--- config.mk ---
export PLATFORM = sky130hd
export DESIGN_NAME = flash_record_log_writer_flat
export DESIGN_NICKNAME = d
export VERILOG_FILES = /design/src/rtl/core/flrw_pkg.sv /design/src/rtl/core/flrw_if.sv /design/src/rtl/core/flash_record_log_writer.sv /design/src/rtl/core/flrw_record_ctrl.sv /design/src/rtl/core/flrw_result_queue.sv /design/src/flat_wrapper.sv
export VERILOG_INCLUDE_DIRS = /design/src /design/src/rtl/core
export SDC_FILE = /design/constraint.sdc
export NUM_CORES = 1
export LEC_CHECK = 0
export ABC_AREA = 0
export ABC_CLOCK_PERIOD_IN_PS = 10270
export BUFFER_PORTS_ARGS = -buffer_cell sky130_fd_sc_hd__buf_2
export CORE_ASPECT_RATIO = 1.2
export CORE_MARGIN = 2
export CORE_UTILIZATION = 40
export CTS_BUF_LIST = sky130_fd_sc_hd__clkbuf_4 sky130_fd_sc_hd__clkbuf_8
export DETAILED_ROUTE_END_ITERATION = 8
export GPL_ROUTABILITY_DRIVEN = 0
export HOLD_SLACK_MARGIN = 0.05
export RECOVER_POWER = 50
export SKIP_CTS_REPAIR_TIMING = 1
export SLEW_MARGIN = 20
export SYNTH_ARGS = -nofsm -noshare
export SYNTH_HDL_FRONTEND = slang
export SYNTH_SLANG_ARGS = --single-unit
--- constraint.sdc ---
create_clock -name clock -period 10.27 [get_ports clock]
set_input_delay 1.027 -clock clock [delete_from_list [all_inputs] [get_ports clock]]
set_output_delay 1.027 -clock clock [all_outputs]
set_load 0.01 [all_outputs]
--- src/rtl/core/assert_macros.svh ---
// Assertion macros shared by the flash record log writer RTL.
// Needs nothing else; files that check their own logic include it by name.
`ifndef ASSERT_MACROS_SVH
`define ASSERT_MACROS_SVH

// Same-cycle implication, checked at every rising clock edge outside reset.
`define FLRW_ASSERT_IMP(label, clk, rst, ante, cons) \
   label: assert property (@(posedge clk) disable iff (rst) (ante) |-> (cons)) \
      else $error("flrw assertion failed");

// Next-cycle implication, checked at every rising clock edge outside reset.
`define FLRW_ASSERT_NEXT(label, clk, rst, ante, cons) \
   label: assert property (@(posedge clk) disable iff (rst) (ante) |=> (cons)) \
      else $error("flrw assertion failed");

`endif

--- src/rtl/core/flrw_pkg.sv ---
// Package of the flash record log writer: sizes, codes, shared types and
// the slot geometry functions. Depends on nothing.
package flrw_pkg;

   // Flash geometry.
   localparam int PAGE_BYTES = 2048;
   localparam int PAGE_LOG2  = $clog2(PAGE_BYTES);
   localparam int PAGE_W     = PAGE_LOG2 + 1;
   localparam int ZONE_COUNT = 3;

   // Field and state widths.
   localparam int ADDR_W     = 32;
   localparam int DATA_W     = 16;
   localparam int ZONE_W     = 2;
   localparam int SHIFT_W    = 4;
   localparam int IDX_W      = 8;
   localparam int SLOTS_W    = IDX_W + 1;
   localparam int ACT_W      = $clog2(ZONE_COUNT + 1);
   localparam int CSUM_W     = 8;
   localparam int RB_W       = 12;
   localparam int CMP_W      = ((RB_W > PAGE_W) ? RB_W : PAGE_W) + 1;
   localparam int OFF_W      = 24;
   localparam int ZSEL_W     = (ZONE_COUNT > 1) ? $clog2(ZONE_COUNT) : 1;
   localparam int CSR_IDX_W  = 2;

   // Reset values of the configuration registers.
   localparam logic [ADDR_W-1:0] RESET_BASE = 32'h0801_7000;
   localparam logic [ZONE_COUNT-1:0][SHIFT_W-1:0] RESET_SHIFT = {4'd8, 4'd6, 4'd5};

   // Register indexes of the configuration port.
   localparam logic [CSR_IDX_W-1:0] REG_BASE   = 2'd0;
   localparam logic [CSR_IDX_W-1:0] REG_SHIFT0 = 2'd1;
   localparam logic [CSR_IDX_W-1:0] REG_SHIFT1 = 2'd2;
   localparam logic [CSR_IDX_W-1:0] REG_SHIFT2 = 2'd3;

   // Flash command codes.
   localparam logic [1:0] CMD_NONE    = 2'd0;
   localparam logic [1:0] CMD_ERASE   = 2'd1;
   localparam logic [1:0] CMD_PROGRAM = 2'd2;

   // Step status codes.
   localparam logic [1:0] ST_OK       = 2'd0;
   localparam logic [1:0] ST_BAD_ZONE = 2'd1;
   localparam logic [1:0] ST_MISMATCH = 2'd2;
   localparam logic [1:0] ST_TOO_LONG = 2'd3;

   // Bit positions of the pending result kinds of one item.
   localparam int KIND_NONE  = 0;
   localparam int KIND_ERASE = 1;
   localparam int KIND_WORD  = 2;
   localparam int KIND_HLEN  = 3;
   localparam int KIND_HSUM  = 4;
   localparam int KIND_CNT   = 5;

   typedef struct packed {
      logic [ADDR_W-1:0]                     base_address;
      logic [ZONE_COUNT-1:0][SHIFT_W-1:0]    slot_shift;
   } flrw_cfg_type;

   typedef struct packed {
      logic [ZONE_W-1:0] zone;
      logic [DATA_W-1:0] word_data;
      logic              last_word;
   } flrw_item_type;

   // All results that one item causes, as a mask of kinds plus their fields.
   typedef struct packed {
      logic [KIND_CNT-1:0] kinds;
      logic [1:0]          status;
      logic [ADDR_W-1:0]   erase_addr;
      logic [ADDR_W-1:0]   word_addr;
      logic [DATA_W-1:0]   word_data;
      logic [ADDR_W-1:0]   hdr_address;
      logic [RB_W-1:0]     length;
      logic [CSUM_W-1:0]   csum;
   } flrw_list_type;

   // Slots in one page, clamped to 1..256.
   function automatic logic [SLOTS_W-1:0] slots_per_page(input logic [SHIFT_W-1:0] shift);
      logic [PAGE_W-1:0] n;
      n = PAGE_W'(PAGE_BYTES) >> shift;
      if (n == '0) begin
         n = PAGE_W'(1);
      end
      if (n > PAGE_W'(256)) begin
         n = PAGE_W'(256);
      end
      return SLOTS_W'(n);
   endfunction

   // Payload bytes a slot can hold: min(slot size, page size) minus the header.
   function automatic logic [PAGE_W-1:0] payload_limit(input logic [SHIFT_W-1:0] shift);
      logic [PAGE_W-1:0] sz;
      if (32'(shift) >= PAGE_LOG2) begin
         sz = PAGE_W'(PAGE_BYTES);
      end else begin
         sz = PAGE_W'(1) << shift;
      end
      return (sz < PAGE_W'(4)) ? '0 : sz - PAGE_W'(4);
   endfunction

   // Byte offset of a zone's page from the flash base.
   function automatic logic [OFF_W-1:0] page_offset(input logic [ZSEL_W-1:0] zone,
                                                    input logic              page);
      logic [OFF_W-1:0] pn;
      pn = (OFF_W'(zone) << 1) + OFF_W'(page);
      return OFF_W'(pn * OFF_W'(PAGE_BYTES));
   endfunction

endpackage

--- src/rtl/core/flrw_if.sv ---
// Valid/ready channel interfaces of the flash record log writer.
// Depends on flrw_pkg for field widths.
interface flrw_req_if;
   logic                         valid;
   logic                         ready;
   logic [flrw_pkg::ZONE_W-1:0]  zone;
   logic [flrw_pkg::DATA_W-1:0]  word_data;
   logic                         last_word;

   modport source (output valid, output zone, output word_data, output last_word,
                   input ready);
   modport sink   (input valid, input zone, input word_data, input last_word,
                   output ready);
endinterface

interface flrw_rsp_if;
   logic                         valid;
   logic                         ready;
   logic [1:0]                   command;
   logic [flrw_pkg::ADDR_W-1:0]  flash_address;
   logic [flrw_pkg::DATA_W-1:0]  program_data;
   logic [1:0]                   status;
   logic                         last_result;

   modport source (output valid, output command, output flash_address,
                   output program_data, output status, output last_result,
                   input ready);
   modport sink   (input valid, input command, input flash_address,
                   input program_data, input status, input last_result,
                   output ready);
endinterface

--- src/rtl/core/flash_record_log_writer.sv ---
// Top level of the flash record log writer: configuration registers and the
// two stages. Uses flrw_pkg, flrw_if, flrw_record_ctrl and flrw_result_queue.
//
// The writer streams configuration records, one halfword per transfer on the
// req_ channel, into two-page zones of flash and turns each word into one to
// four results on the rsp_ channel: an erase when a zone's page is full, the
// program of the word itself, on the word marked last the length and checksum
// header writes, and an empty result with only a status when none of these
// apply. Every word is processed in the cycle it is accepted; its results are
// then held in a pending register, moved to the emitter's current register and
// sent one per transfer. The single result port therefore sets the rate: with
// an always-ready sink, a stream of plain words runs at one item per cycle.
// Because of the pending register the next word is accepted while the previous
// word's commands are still going out. There is no clearing pass after reset;
// the block is ready as soon as reset is released.
// Configuration registers are written through csr_write_enable, csr_index
// and csr_write_data and should be changed only while the block is idle.

module flash_record_log_writer (
   input  logic                              clock,
   input  logic                              reset,
   flrw_req_if.sink                          req_ch,
   flrw_rsp_if.source                        rsp_ch,
   input  logic                              csr_write_enable,
   input  logic [flrw_pkg::CSR_IDX_W-1:0]    csr_index,
   input  logic [flrw_pkg::ADDR_W-1:0]       csr_write_data
);

   // Configuration registers: flash base address and the three slot shifts.
   flrw_pkg::flrw_cfg_type   cfg_ff, cfg_in;

   flrw_pkg::flrw_item_type  item;
   flrw_pkg::flrw_list_type  list;
   logic                     req_fire;
   logic                     in_ready;

   always_comb begin
      cfg_in = cfg_ff;
      if (csr_write_enable) begin
         unique case (csr_index)
            flrw_pkg::REG_BASE: begin
               cfg_in.base_address = csr_write_data;
            end
            flrw_pkg::REG_SHIFT0: begin
               cfg_in.slot_shift[0] = csr_write_data[flrw_pkg::SHIFT_W-1:0];
            end
            flrw_pkg::REG_SHIFT1: begin
               cfg_in.slot_shift[1] = csr_write_data[flrw_pkg::SHIFT_W-1:0];
            end
            flrw_pkg::REG_SHIFT2: begin
               cfg_in.slot_shift[2] = csr_write_data[flrw_pkg::SHIFT_W-1:0];
            end
            default: begin
               cfg_in = cfg_ff;
            end
         endcase
      end
   end

   always_ff @(posedge clock) begin
      if (reset) begin
         cfg_ff.base_address <= flrw_pkg::RESET_BASE;
         cfg_ff.slot_shift   <= flrw_pkg::RESET_SHIFT;
      end else begin
         cfg_ff <= cfg_in;
      end
   end

   // A word transfer happens when the requester is valid and the pending
   // register is free or is handing its list to the emitter this cycle.
   assign req_ch.ready   = in_ready;
   assign req_fire       = req_ch.valid && in_ready;
   assign item.zone      = req_ch.zone;
   assign item.word_data = req_ch.word_data;
   assign item.last_word = req_ch.last_word;

   // Record state and command list for the accepted word.
   flrw_record_ctrl u_ctrl (
      .clock (clock),
      .reset (reset),
      .cfg   (cfg_ff),
      .fire  (req_fire),
      .item  (item),
      .list  (list)
   );

   // Pending list register and one-command-per-transfer emitter.
   flrw_result_queue u_queue (
      .clock    (clock),
      .reset    (reset),
      .load     (req_fire),
      .list_in  (list),
      .in_ready (in_ready),
      .rsp_ch   (rsp_ch)
   );

endmodule

--- src/rtl/core/flrw_record_ctrl.sv ---
// Record state of the log writer: per-zone slot index and page, the open
// record, and the list of flash commands for each accepted word. Uses flrw_pkg.
`include "assert_macros.svh"

module flrw_record_ctrl (
   input  logic                    clock,
   input  logic                    reset,
   input  flrw_pkg::flrw_cfg_type  cfg,
   input  logic                    fire,
   input  flrw_pkg::flrw_item_type item,
   output flrw_pkg::flrw_list_type list
);

   logic [flrw_pkg::IDX_W-1:0]   slot_index_ff  [flrw_pkg::ZONE_COUNT];
   logic                         page_select_ff [flrw_pkg::ZONE_COUNT];
   logic [flrw_pkg::ACT_W-1:0]   active_zone_ff, active_zone_in;
   logic [flrw_pkg::ADDR_W-1:0]  head_address_ff, head_address_in;
   logic [flrw_pkg::ADDR_W-1:0]  write_address_ff, write_address_in;
   logic [flrw_pkg::CSUM_W-1:0]  checksum_ff, checksum_in;
   logic [flrw_pkg::RB_W-1:0]    record_bytes_ff, record_bytes_in;

   logic                         zone_ok;
   logic [flrw_pkg::ZSEL_W-1:0]  zsel;
   logic [flrw_pkg::ACT_W-1:0]   zone_tag;
   logic [flrw_pkg::SHIFT_W-1:0] shift;
   logic                         open_rec;
   logic                         mismatch;
   logic [flrw_pkg::SLOTS_W-1:0] next_slot;
   logic                         wrap;
   logic [flrw_pkg::IDX_W-1:0]   idx_new;
   logic                         page_new;
   logic [flrw_pkg::OFF_W-1:0]   slot_off;
   logic [flrw_pkg::ADDR_W-1:0]  new_head;
   logic [flrw_pkg::ADDR_W-1:0]  new_write;
   logic [flrw_pkg::ADDR_W-1:0]  cur_head;
   logic [flrw_pkg::ADDR_W-1:0]  cur_write;
   logic [flrw_pkg::RB_W-1:0]    cur_bytes;
   logic [flrw_pkg::CSUM_W-1:0]  cur_csum;
   logic                         too_long;
   logic                         do_word;
   logic                         do_head;
   logic                         commit;

   always_comb begin
      zone_ok  = 32'(item.zone) < flrw_pkg::ZONE_COUNT;
      zsel     = zone_ok ? flrw_pkg::ZSEL_W'(item.zone) : '0;
      zone_tag = flrw_pkg::ACT_W'(zsel) + flrw_pkg::ACT_W'(1);
      shift    = cfg.slot_shift[zsel];
      open_rec = (active_zone_ff == '0);
      mismatch = !open_rec && (active_zone_ff != zone_tag);

      // A new record takes the next slot; past the page end it erases and flips.
      next_slot = flrw_pkg::SLOTS_W'(slot_index_ff[zsel]) + flrw_pkg::SLOTS_W'(1);
      wrap      = open_rec && (next_slot >= flrw_pkg::slots_per_page(shift));
      idx_new   = wrap ? '0 : next_slot[flrw_pkg::IDX_W-1:0];
      page_new  = page_select_ff[zsel] ^ wrap;
      slot_off  = flrw_pkg::page_offset(zsel, page_new)
                  + (flrw_pkg::OFF_W'(idx_new) << shift);
      new_head  = cfg.base_address + flrw_pkg::ADDR_W'(slot_off);
      new_write = cfg.base_address + flrw_pkg::ADDR_W'(slot_off + flrw_pkg::OFF_W'(4));

      cur_head  = open_rec ? new_head : head_address_ff;
      cur_write = open_rec ? new_write : write_address_ff;
      cur_bytes = open_rec ? '0 : record_bytes_ff;
      cur_csum  = open_rec ? '0 : checksum_ff;

      too_long = (flrw_pkg::CMP_W'(cur_bytes) + flrw_pkg::CMP_W'(2))
                 > flrw_pkg::CMP_W'(flrw_pkg::payload_limit(shift));
      commit   = zone_ok && !mismatch;
      do_word  = commit && !too_long;
      do_head  = commit && item.last_word;

      record_bytes_in  = do_word ? cur_bytes + flrw_pkg::RB_W'(2) : cur_bytes;
      checksum_in      = do_word ? cur_csum ^ item.word_data[7:0] ^ item.word_data[15:8]
                                 : cur_csum;
      write_address_in = do_word ? cur_write + flrw_pkg::ADDR_W'(2) : cur_write;
      head_address_in  = cur_head;
      active_zone_in   = item.last_word ? '0 : zone_tag;

      list.kinds = '0;
      list.kinds[flrw_pkg::KIND_ERASE] = zone_ok && wrap;
      list.kinds[flrw_pkg::KIND_WORD]  = do_word;
      list.kinds[flrw_pkg::KIND_HLEN]  = do_head;
      list.kinds[flrw_pkg::KIND_HSUM]  = do_head;
      list.kinds[flrw_pkg::KIND_NONE]  = !((zone_ok && wrap) || do_word || do_head);

      if (!zone_ok) begin
         list.status = flrw_pkg::ST_BAD_ZONE;
      end else if (mismatch) begin
         list.status = flrw_pkg::ST_MISMATCH;
      end else if (too_long) begin
         list.status = flrw_pkg::ST_TOO_LONG;
      end else begin
         list.status = flrw_pkg::ST_OK;
      end

      list.erase_addr = cfg.base_address
                        + flrw_pkg::ADDR_W'(flrw_pkg::page_offset(zsel, page_select_ff[zsel]));
      list.word_addr   = cur_write;
      list.word_data   = item.word_data;
      list.hdr_address = cur_head;
      list.length      = record_bytes_in;
      list.csum        = checksum_in;
   end

   always_ff @(posedge clock) begin
      if (reset) begin
         for (int z = 0; z < flrw_pkg::ZONE_COUNT; z++) begin
            slot_index_ff[z]  <= flrw_pkg::IDX_W'(
                                 flrw_pkg::slots_per_page(flrw_pkg::RESET_SHIFT[z])
                                 - flrw_pkg::SLOTS_W'(1));
            page_select_ff[z] <= 1'b1;
         end
         active_zone_ff   <= '0;
         head_address_ff  <= '0;
         write_address_ff <= '0;
         checksum_ff      <= '0;
         record_bytes_ff  <= '0;
      end else if (fire && commit) begin
         if (open_rec) begin
            slot_index_ff[zsel]  <= idx_new;
            page_select_ff[zsel] <= page_new;
         end
         active_zone_ff   <= active_zone_in;
         head_address_ff  <= head_address_in;
         write_address_ff <= write_address_in;
         checksum_ff      <= checksum_in;
         record_bytes_ff  <= record_bytes_in;
      end
   end

   // A rejected word leaves the open record untouched.
   `FLRW_ASSERT_NEXT(a_reject_zone, clock, reset, fire && !commit, $stable(active_zone_ff))
   `FLRW_ASSERT_NEXT(a_reject_bytes, clock, reset, fire && !commit, $stable(record_bytes_ff))
   // A last word on a valid zone that matches the open record always closes the record.
   `FLRW_ASSERT_NEXT(a_last_closes, clock, reset, fire && commit && item.last_word, active_zone_ff == '0)

endmodule

--- src/rtl/core/flrw_result_queue.sv ---
// Result side of the log writer: a pending list register that parts input
// from output, and an emitter that sends one flash command per transfer.
// Uses flrw_pkg and flrw_rsp_if.
`include "assert_macros.svh"

module flrw_result_queue (
   input  logic                    clock,
   input  logic                    reset,
   input  logic                    load,
   input  flrw_pkg::flrw_list_type list_in,
   output logic                    in_ready,
   flrw_rsp_if.source              rsp_ch
);

   flrw_pkg::flrw_list_type         pend_ff, pend_in;
   logic                            pend_valid_ff, pend_valid_in;
   flrw_pkg::flrw_list_type         cur_ff, cur_in;
   logic [flrw_pkg::KIND_CNT-1:0]   cur_mask_ff, cur_mask_in;

   logic                            take;
   logic                            last_one;
   logic                            cur_free;

   always_comb begin
      take     = rsp_ch.valid && rsp_ch.ready;
      last_one = (cur_mask_ff != '0)
                 && ((cur_mask_ff & (cur_mask_ff - flrw_pkg::KIND_CNT'(1))) == '0);
      cur_free = (cur_mask_ff == '0) || (take && last_one);
      in_ready = !pend_valid_ff || cur_free;

      pend_valid_in = (pend_valid_ff && !cur_free) || load;
      pend_in       = load ? list_in : pend_ff;

      cur_in      = cur_ff;
      cur_mask_in = cur_mask_ff;
      if (cur_free) begin
         if (pend_valid_ff) begin
            cur_in      = pend_ff;
            cur_mask_in = pend_ff.kinds;
         end else begin
            cur_mask_in = '0;
         end
      end else if (take) begin
         // Drop the result just sent, the lowest pending kind.
         cur_mask_in = cur_mask_ff & (cur_mask_ff - flrw_pkg::KIND_CNT'(1));
      end
   end

   always_ff @(posedge clock) begin
      if (reset) begin
         pend_valid_ff <= 1'b0;
         cur_mask_ff   <= '0;
      end else begin
         pend_valid_ff <= pend_valid_in;
         cur_mask_ff   <= cur_mask_in;
      end
   end

   always_ff @(posedge clock) begin
      pend_ff <= pend_in;
      cur_ff  <= cur_in;
   end

   always_comb begin
      rsp_ch.valid       = (cur_mask_ff != '0);
      rsp_ch.status      = cur_ff.status;
      rsp_ch.last_result = last_one;
      if (cur_mask_ff[flrw_pkg::KIND_ERASE]) begin
         rsp_ch.command       = flrw_pkg::CMD_ERASE;
         rsp_ch.flash_address = cur_ff.erase_addr;
         rsp_ch.program_data  = '0;
      end else if (cur_mask_ff[flrw_pkg::KIND_WORD]) begin
         rsp_ch.command       = flrw_pkg::CMD_PROGRAM;
         rsp_ch.flash_address = cur_ff.word_addr;
         rsp_ch.program_data  = cur_ff.word_data;
      end else if (cur_mask_ff[flrw_pkg::KIND_HLEN]) begin
         rsp_ch.command       = flrw_pkg::CMD_PROGRAM;
         rsp_ch.flash_address = cur_ff.hdr_address;
         rsp_ch.program_data  = flrw_pkg::DATA_W'(cur_ff.length);
      end else if (cur_mask_ff[flrw_pkg::KIND_HSUM]) begin
         rsp_ch.command       = flrw_pkg::CMD_PROGRAM;
         rsp_ch.flash_address = cur_ff.hdr_address + flrw_pkg::ADDR_W'(2);
         rsp_ch.program_data  = flrw_pkg::DATA_W'(cur_ff.csum);
      end else begin
         rsp_ch.command       = flrw_pkg::CMD_NONE;
         rsp_ch.flash_address = '0;
         rsp_ch.program_data  = '0;
      end
   end

   // A waiting list moves into an idle emitter without delay.
   `FLRW_ASSERT_NEXT(a_pend_moves, clock, reset, pend_valid_ff && cur_mask_ff == '0, cur_mask_ff != '0)
   // The empty result never travels with a real command.
   `FLRW_ASSERT_IMP(a_none_alone, clock, reset, cur_mask_ff[flrw_pkg::KIND_NONE], $onehot(cur_mask_ff))
   // Header length and checksum writes always come as a pair.
   `FLRW_ASSERT_IMP(a_head_pair, clock, reset, cur_mask_ff[flrw_pkg::KIND_HLEN], cur_mask_ff[flrw_pkg::KIND_HSUM])

endmodule
--- src/flat_wrapper.sv ---
// flat-port wrapper written by rule: the top's interface ports become plain ports
module flash_record_log_writer_flat 
  (clock, reset, csr_write_enable, csr_index, csr_write_data, req_ch_valid, req_ch_zone, req_ch_word_data, req_ch_last_word, req_ch_ready, rsp_ch_valid, rsp_ch_command, rsp_ch_flash_address, rsp_ch_program_data, rsp_ch_status, rsp_ch_last_result, rsp_ch_ready);
  flrw_req_if req_ch_i ();
  flrw_rsp_if rsp_ch_i ();
  input  logic clock;
  input  logic reset;
  input  logic csr_write_enable;
  input  logic [flrw_pkg::CSR_IDX_W-1:0] csr_index;
  input  logic [flrw_pkg::ADDR_W-1:0] csr_write_data;
  input wire logic [$bits(req_ch_i.valid)-1:0] req_ch_valid;
  input wire logic [$bits(req_ch_i.zone)-1:0] req_ch_zone;
  input wire logic [$bits(req_ch_i.word_data)-1:0] req_ch_word_data;
  input wire logic [$bits(req_ch_i.last_word)-1:0] req_ch_last_word;
  output wire logic [$bits(req_ch_i.ready)-1:0] req_ch_ready;
  output wire logic [$bits(rsp_ch_i.valid)-1:0] rsp_ch_valid;
  output wire logic [$bits(rsp_ch_i.command)-1:0] rsp_ch_command;
  output wire logic [$bits(rsp_ch_i.flash_address)-1:0] rsp_ch_flash_address;
  output wire logic [$bits(rsp_ch_i.program_data)-1:0] rsp_ch_program_data;
  output wire logic [$bits(rsp_ch_i.status)-1:0] rsp_ch_status;
  output wire logic [$bits(rsp_ch_i.last_result)-1:0] rsp_ch_last_result;
  input wire logic [$bits(rsp_ch_i.ready)-1:0] rsp_ch_ready;
  assign req_ch_i.valid = req_ch_valid;
  assign req_ch_i.zone = req_ch_zone;
  assign req_ch_i.word_data = req_ch_word_data;
  assign req_ch_i.last_word = req_ch_last_word;
  assign req_ch_ready = req_ch_i.ready;
  assign rsp_ch_valid = rsp_ch_i.valid;
  assign rsp_ch_command = rsp_ch_i.command;
  assign rsp_ch_flash_address = rsp_ch_i.flash_address;
  assign rsp_ch_program_data = rsp_ch_i.program_data;
  assign rsp_ch_status = rsp_ch_i.status;
  assign rsp_ch_last_result = rsp_ch_i.last_result;
  assign rsp_ch_i.ready = rsp_ch_ready;
  flash_record_log_writer u_core (.clock(clock), .reset(reset), .req_ch(req_ch_i), .rsp_ch(rsp_ch_i), .csr_write_enable(csr_write_enable), .csr_index(csr_index), .csr_write_data(csr_write_data));
endmodule
* Word level (Yosys, flattened, before mapping) *
Memory sizes are Yosys's and may differ from the RTL's.
Index checks and enable logic that the tools add are counted.
Widths: inputs -> output; s select.

storage, ports and cells
  output and inout bits = 55
  memories kept = 2
  input port bits = 58
  bits in writable memories = 27
  bits in registers = 408

cells by class
  reduce and logical (&&, ||, !) cells = 37
  bitwise gates (word level) = 4
  shifts and indexed selects = 3
  order comparisons = 7
  multiplexer cells = 45
  eq/ne operators = 4
  $add $sub $neg = 15

memory list
  memory                        depth  width  read ports  clocked after Yosys merged registers in  write ports  RTL line                text
  u_core.u_ctrl.slot_index_ff   3      8      1           0                                        3            flrw_record_ctrl.sv:14  logic [flrw_pkg::IDX_W-1:0] slot_index_ff [flrw_pkg::ZONE_COUNT];
  u_core.u_ctrl.page_select_ff  3      1      1           0                                        3            flrw_record_ctrl.sv:15  logic page_select_ff [flrw_pkg::ZONE_COUNT];

operators by type and width
  operator               number
  $mux 32                7
  $mux 12                6
  $add 32x2->32 const B  2
  $mux 8                 5
  $add 32x15->32         1
  $add 32x24->32         1
  $add 32x25->32         1
  $mux 16                2
  $add 24x3->25 const B  1
  $add 15x24->24         1
  $shl 8x4->24           1
  $mux 2                 10
  $xor 8x8->8            2
  $mux 5                 3
  $add 12x2->13 const B  1
  $gt 13x12->1           1
  $add 12x2->12 const B  1
  $gt 12x9->1 const B    1
  $logic_and 1x1->1      12
  $logic_not 12->1       1
  $lt 12x3->1 const B    1
  $shl 1x4->12 const A   1
  $shr 12x4->12 const A  1
  $sub 12x3->12 const B  1
  other kinds (26)       51

* Longest topological paths before layout *
  word-level depth = 19
  gate-level depth with buffers = 43
  gate-level depth less buffers = 39

* Hierarchy *
A second synthesis with hierarchy kept.

second synthesis, totals
  cells, all modules = 2402
  area, all modules = 24284.5 sq um

modules (own cells, without submodules)
  module                   area an instance (sq um)  cells an instance  sequential area each (sq um)  instances
  flrw_record_ctrl         12370.6                   1654               2772.7                        1
  flrw_result_queue        10020.9                   562                8318.0                        1
  flash_record_log_writer  1893.1                    186                880.8                         1

* Worst setup path before layout *
No wires, ideal clock.

  path type = input to register
  start point = input req_ch_zone[1]
  end point = register u_core.u_ctrl.write_address_ff[31] (netlist name)
  path buffers = 7
  setup time = 0.091 ns
  cell stages on the path = 41
  slack = 1.210 ns
  arrival = 8.969 ns
  path through = inv_1 > ha_1 > buf_6 > buf_6 > clkbuf_1 > o21ai_1 > inv_1 > clkbuf_1 > a21oi_1 > ha_1 > nand2b_1 > a211oi_1 > o21ai_0 > a41oi_1 > clkbuf_1 > nand2_1 > o21ai_0 > nand2_1 > [... 5 more ...] > and4_4 > buf_6 > a2111oi_4 > or2_1 > ha_1 > inv_1 > fa_1 > nor4_1 > a211oi_1 > a31oi_1 > nor2_1 > and4b_1 > or3_1 > clkbuf_1 > and3b_1 > nand4_1 > or4_1 > a311oi_1

RTL lines
  element                 RTL line                 text
  start: declaration      flat_wrapper.sv:12       input wire logic [$bits(req_ch_i.zone)-1:0] req_ch_zone;
  end signal: assignment  flrw_record_ctrl.sv:126  write_address_ff <= write_address_in;
  end: declaration        flrw_record_ctrl.sv:18   logic [flrw_pkg::ADDR_W-1:0] write_address_ff, write_address_in;

==> key figures <==
Run status
  – Status: complete, but fails checks
  – Failing checks: capacitance limit, slew limit

Run
  – Max-cap violations: 7

Synth
  – Post-synthesis cell count: 2325
  – YS warnings: 0
  – Yosys cell types: 109
  – Synth cell count leaders: nand2_1, edfxtp_1, nor2_1, dfxtp_1, a21oi_1
  – Synthesized area per cell: 10.17 sq um
  – Most common cell in the netlist: nand2_1
  – Mapped cell area: 23650 sq um
  – Top post-synthesis cells by area: edfxtp_1, dfxtp_1, nand2_1, ha_1, nor2_1
  – Top FF cell, synth: edfxtp_1
  – Synth top area share: 38.73%
  – Area leader, netlist: edfxtp_1
  – EDFF count, synth: 305
  – FFs w/ async S/R, synth: 0%
  – Register area share after synthesis: 50.49%
  – FF+latch count, synth: 444

Placement
  – HPWL Detailed: 46540 microns
  – Port bufs: 112

Cells and area
  – Number of fill cells: 5447
  – Area of the multi-input gates: 10880 sq um
  – Layout cells sized above 1: 12.42%
  – Final #Nets: 2594
  – Layout area overhead: 12.53%
  – Sequential cell area: 11940 sq um

Hold path
  – Hold_sp: u_core.u_queue.pend_ff[21]
  – WHS Endpoint: u_core.u_queue.cur_ff[21]
  – Hold path depth: 0
  – Hold Crit Class: reg -> reg

Critical path
  – CP peak stage delay: 0.56 ns
  – Worst path most repeated cell: ha_1
  – Reg2reg start: u_core.u_ctrl.slot_index_ff[0][1]
  – Critical Path Source: req_ch_zone[0]
  – Worst reg2reg setup slack: 1.59 ns
  – Worst-case reg-to-reg path depth: 32
  – CP Data Required Time: 10.83 ns
  – Cell family with most CP delay: simple AND/OR/NAND/NOR gates
  – Peak fanout along the critical path: 12
  – Crit. End Element: register
  – Arrival @ worst endpoint: 9.94 ns
  – WP depth: 35
  – Crit path kind: in -> reg
  – Reg2reg end: u_core.u_ctrl.write_address_ff[31]
  – Slowest stage cell on the critical path: ha_1
  – Crit path buf inv count: 3
  – Worst setup SP type: primary input

Floorplan
  – Starting density of the core: 40.51%
  – Die W: 226.0 microns
  – Placement Rows: 97
  – Core Area: 58380 sq um
  – Die Span Y: 270.4 microns
  – Die ar.: 61090 sq um
  – IO Pins: 113

Power
  – PD cells: 188.8 nW/um^2
  – Leak Pwr: 9.900 nW
  – Maximum vdd ir drop: 0.00007428 V

GRT
  – Largest net degree at the start of global routing: 74
  – Antenna violations before repair: 1
  – First-pass GRT wire length: 102800 microns
  – Grt total ovfl: 0
  – Global-route usage over all layers: 21.59%
  – Vias in the first global route: 18090

STA
  – Clock Skew: 0.03337 ns
  – Tcrit/Tclk final: 91.40%
  – TNS Setup: 0 ns
  – Slew headroom: -183.7%
  – Hold WS: 0.4021 ns
  – RSZ-0062 raised after global routing: false
  – Final setup violation count: 0
  – Final hold viol count: 0
  – FMAX: 0.1065 GHz
  – Measured slew at the worst slew-check pin: 4.256 ns
  – Slew Limit Fails: 403
  – Fin crit period: 9.386 ns

Clock tree
  – CTS tree: done
  – CTS root buffer: clkbuf_8
  – Clk_lat worst skew: 0.70 ns
  – Num CTS Buffers: 74
  – Longest Clk Path Bufs: 3
  – Num Clock Sinks: 444
  – CTS H-tree depth: 3
  – Clk slew on worst S/H paths: 0.06 ns

Route
  – ANT nets after route: 0
  – Routed wire length: 65620 microns
  – Vias/cell: 5.555
  – Drc violations: 0
  – WL/cell: 20.00 microns
  – Drt pass-1 iters: 8
  – Starting DRC count in detailed routing: 1433
  – Via count: 18230
==> layout by cell type, fill, tap and decap left out, types with 9 or more instances in the layout <==
cell	netlist	final
a211oi_1	29	29
a21o_1	15	15
a21oi_1	112	112
a221o_1	11	11
a22oi_1	41	41
a31oi_1	17	17
and2_1	17	13
and3_1	27	26
buf_2	14	76
buf_4	5	30
clkbuf_1	88	40
clkbuf_4	0	22
clkbuf_8	0	86
clkinv_1	0	9
dfxtp_1	139	139
edfxtp_1	305	305
fa_1	25	25
ha_1	85	84
inv_1	83	83
mux2i_1	21	21
mux4_2	10	10
nand2_1	373	373
nand2b_1	9	9
nand3_1	64	64
nand3b_1	10	10
nand4_1	31	31
nor2_1	205	204
nor2b_1	19	19
nor3_1	52	52
nor4_1	9	9
o2111ai_1	10	9
o211ai_1	15	15
o21ai_0	107	107
o31ai_1	10	10
or3_1	13	13
xnor2_1	81	81
xor2_1	81	81
==> power breakdown <==
part | internal [mW] | switching (mW)
clock | 1.02 | 0.764
sequential | 2.11 | 0.0755
combinational | 0.361 | 0.696
total | 3.49 | 1.54
==> flip-flops by register name, summed over array words and instances, names as in the netlist <==
signal / cells
u_core.u_ctrl.checksum_ff: 8
u_core.u_ctrl.page_select_ff: 4
u_core.u_queue.cur_ff: 132
u_core.u_queue.cur_mask_ff: 5
u_core.cfg_ff: 44
u_core.u_ctrl.record_bytes_ff: 12
u_core.u_queue.pend_ff: 138
u_core.u_ctrl.active_zone_ff: 2
u_core.u_ctrl.slot_index_ff: 32
u_core.u_ctrl.write_address_ff: 32
u_core.u_ctrl.head_address_ff: 32
u_core.u_queue.pend_valid_ff: 1
u_core.u_queue.rsp_ch.status: 2
==> kinds of logic (layout without fill, tap and decap cells) <==
| kind of cell | count (synthesis) | after routing | synth area share [%] |
|---|---|---|---|
| and+or+nand+nor | 890 | 890 | 17.56 |
| adders and majority gates | 111 | 111 | 6.655 |
| AOI/OAI and AO/OA | 470 | 470 | 13.53 |
| other | 2 | 6 | 0.03175 |
| xor gates and xnor gates | 162 | 162 | 5.999 |
| muxes | 35 | 35 | 2.032 |
| DFF | 444 | 444 | 50.49 |
| buffers and inverters | 211 | 371 | 3.693 |
==> cell type report <==
cell class | instances | share of cell area [%]
Antenna cell | 1 | 0.009403
Clock buffer | 108 | 5.068
Clock inverter | 30 | 1.363
Inverter | 86 | 1.213
Multi-Input combinational cell | 1673 | 40.89
Sequential cell | 444 | 44.87
Tap cell | 792 | 3.724
Timing Repair Buffer | 147 | 2.858
==> how the worst max path moves through the flow <==
stage / slack, ns / to
finish: 0.88 / u_core.u_ctrl.write_address_ff[31]
global route: 0.07 / u_core.u_ctrl.write_address_ff[31]
CTS: 1.08 / u_core.u_ctrl.write_address_ff[31]
detailed placement: 0.35 / u_core.u_ctrl.write_address_ff[31]
global placement: 0.57 / u_core.u_ctrl.write_address_ff[31]
floorplan: 1.21 / u_core.u_ctrl.write_address_ff[31]
==> metal layers <==
metal	track usage [%]	share of wire (%)	vias up
met3	3.372	6.1	139
met5	0	0	-
met4	8.609	3.1	0
met2	35.48	48	620
met1	28.43	43	8889
li1	-	-	8577
==> through the flow <==
| stage | instance area (sq um) | power [mW] | std cells | utilization (%) | setup slack [ns] |
|---|---|---|---|---|---|
| after floorplan | 23660 | 2.931 | 2328 | - | 1.210 |
| after global placement | 24970 | 3.244 | 3142 | 42.78 | 0.5650 |
| after detailed placement | 24980 | 3.267 | 3142 | 42.78 | 0.3496 |
| after CTS | 26690 | 5.060 | 3280 | 45.71 | 1.076 |
| after global routing | 26610 | 5.263 | 3281 | 45.59 | 0.06802 |
| final | 26610 | 5.023 | 3281 | 45.59 | 0.8836 |
No activity file was read; power rests on OpenSTA's default activity.
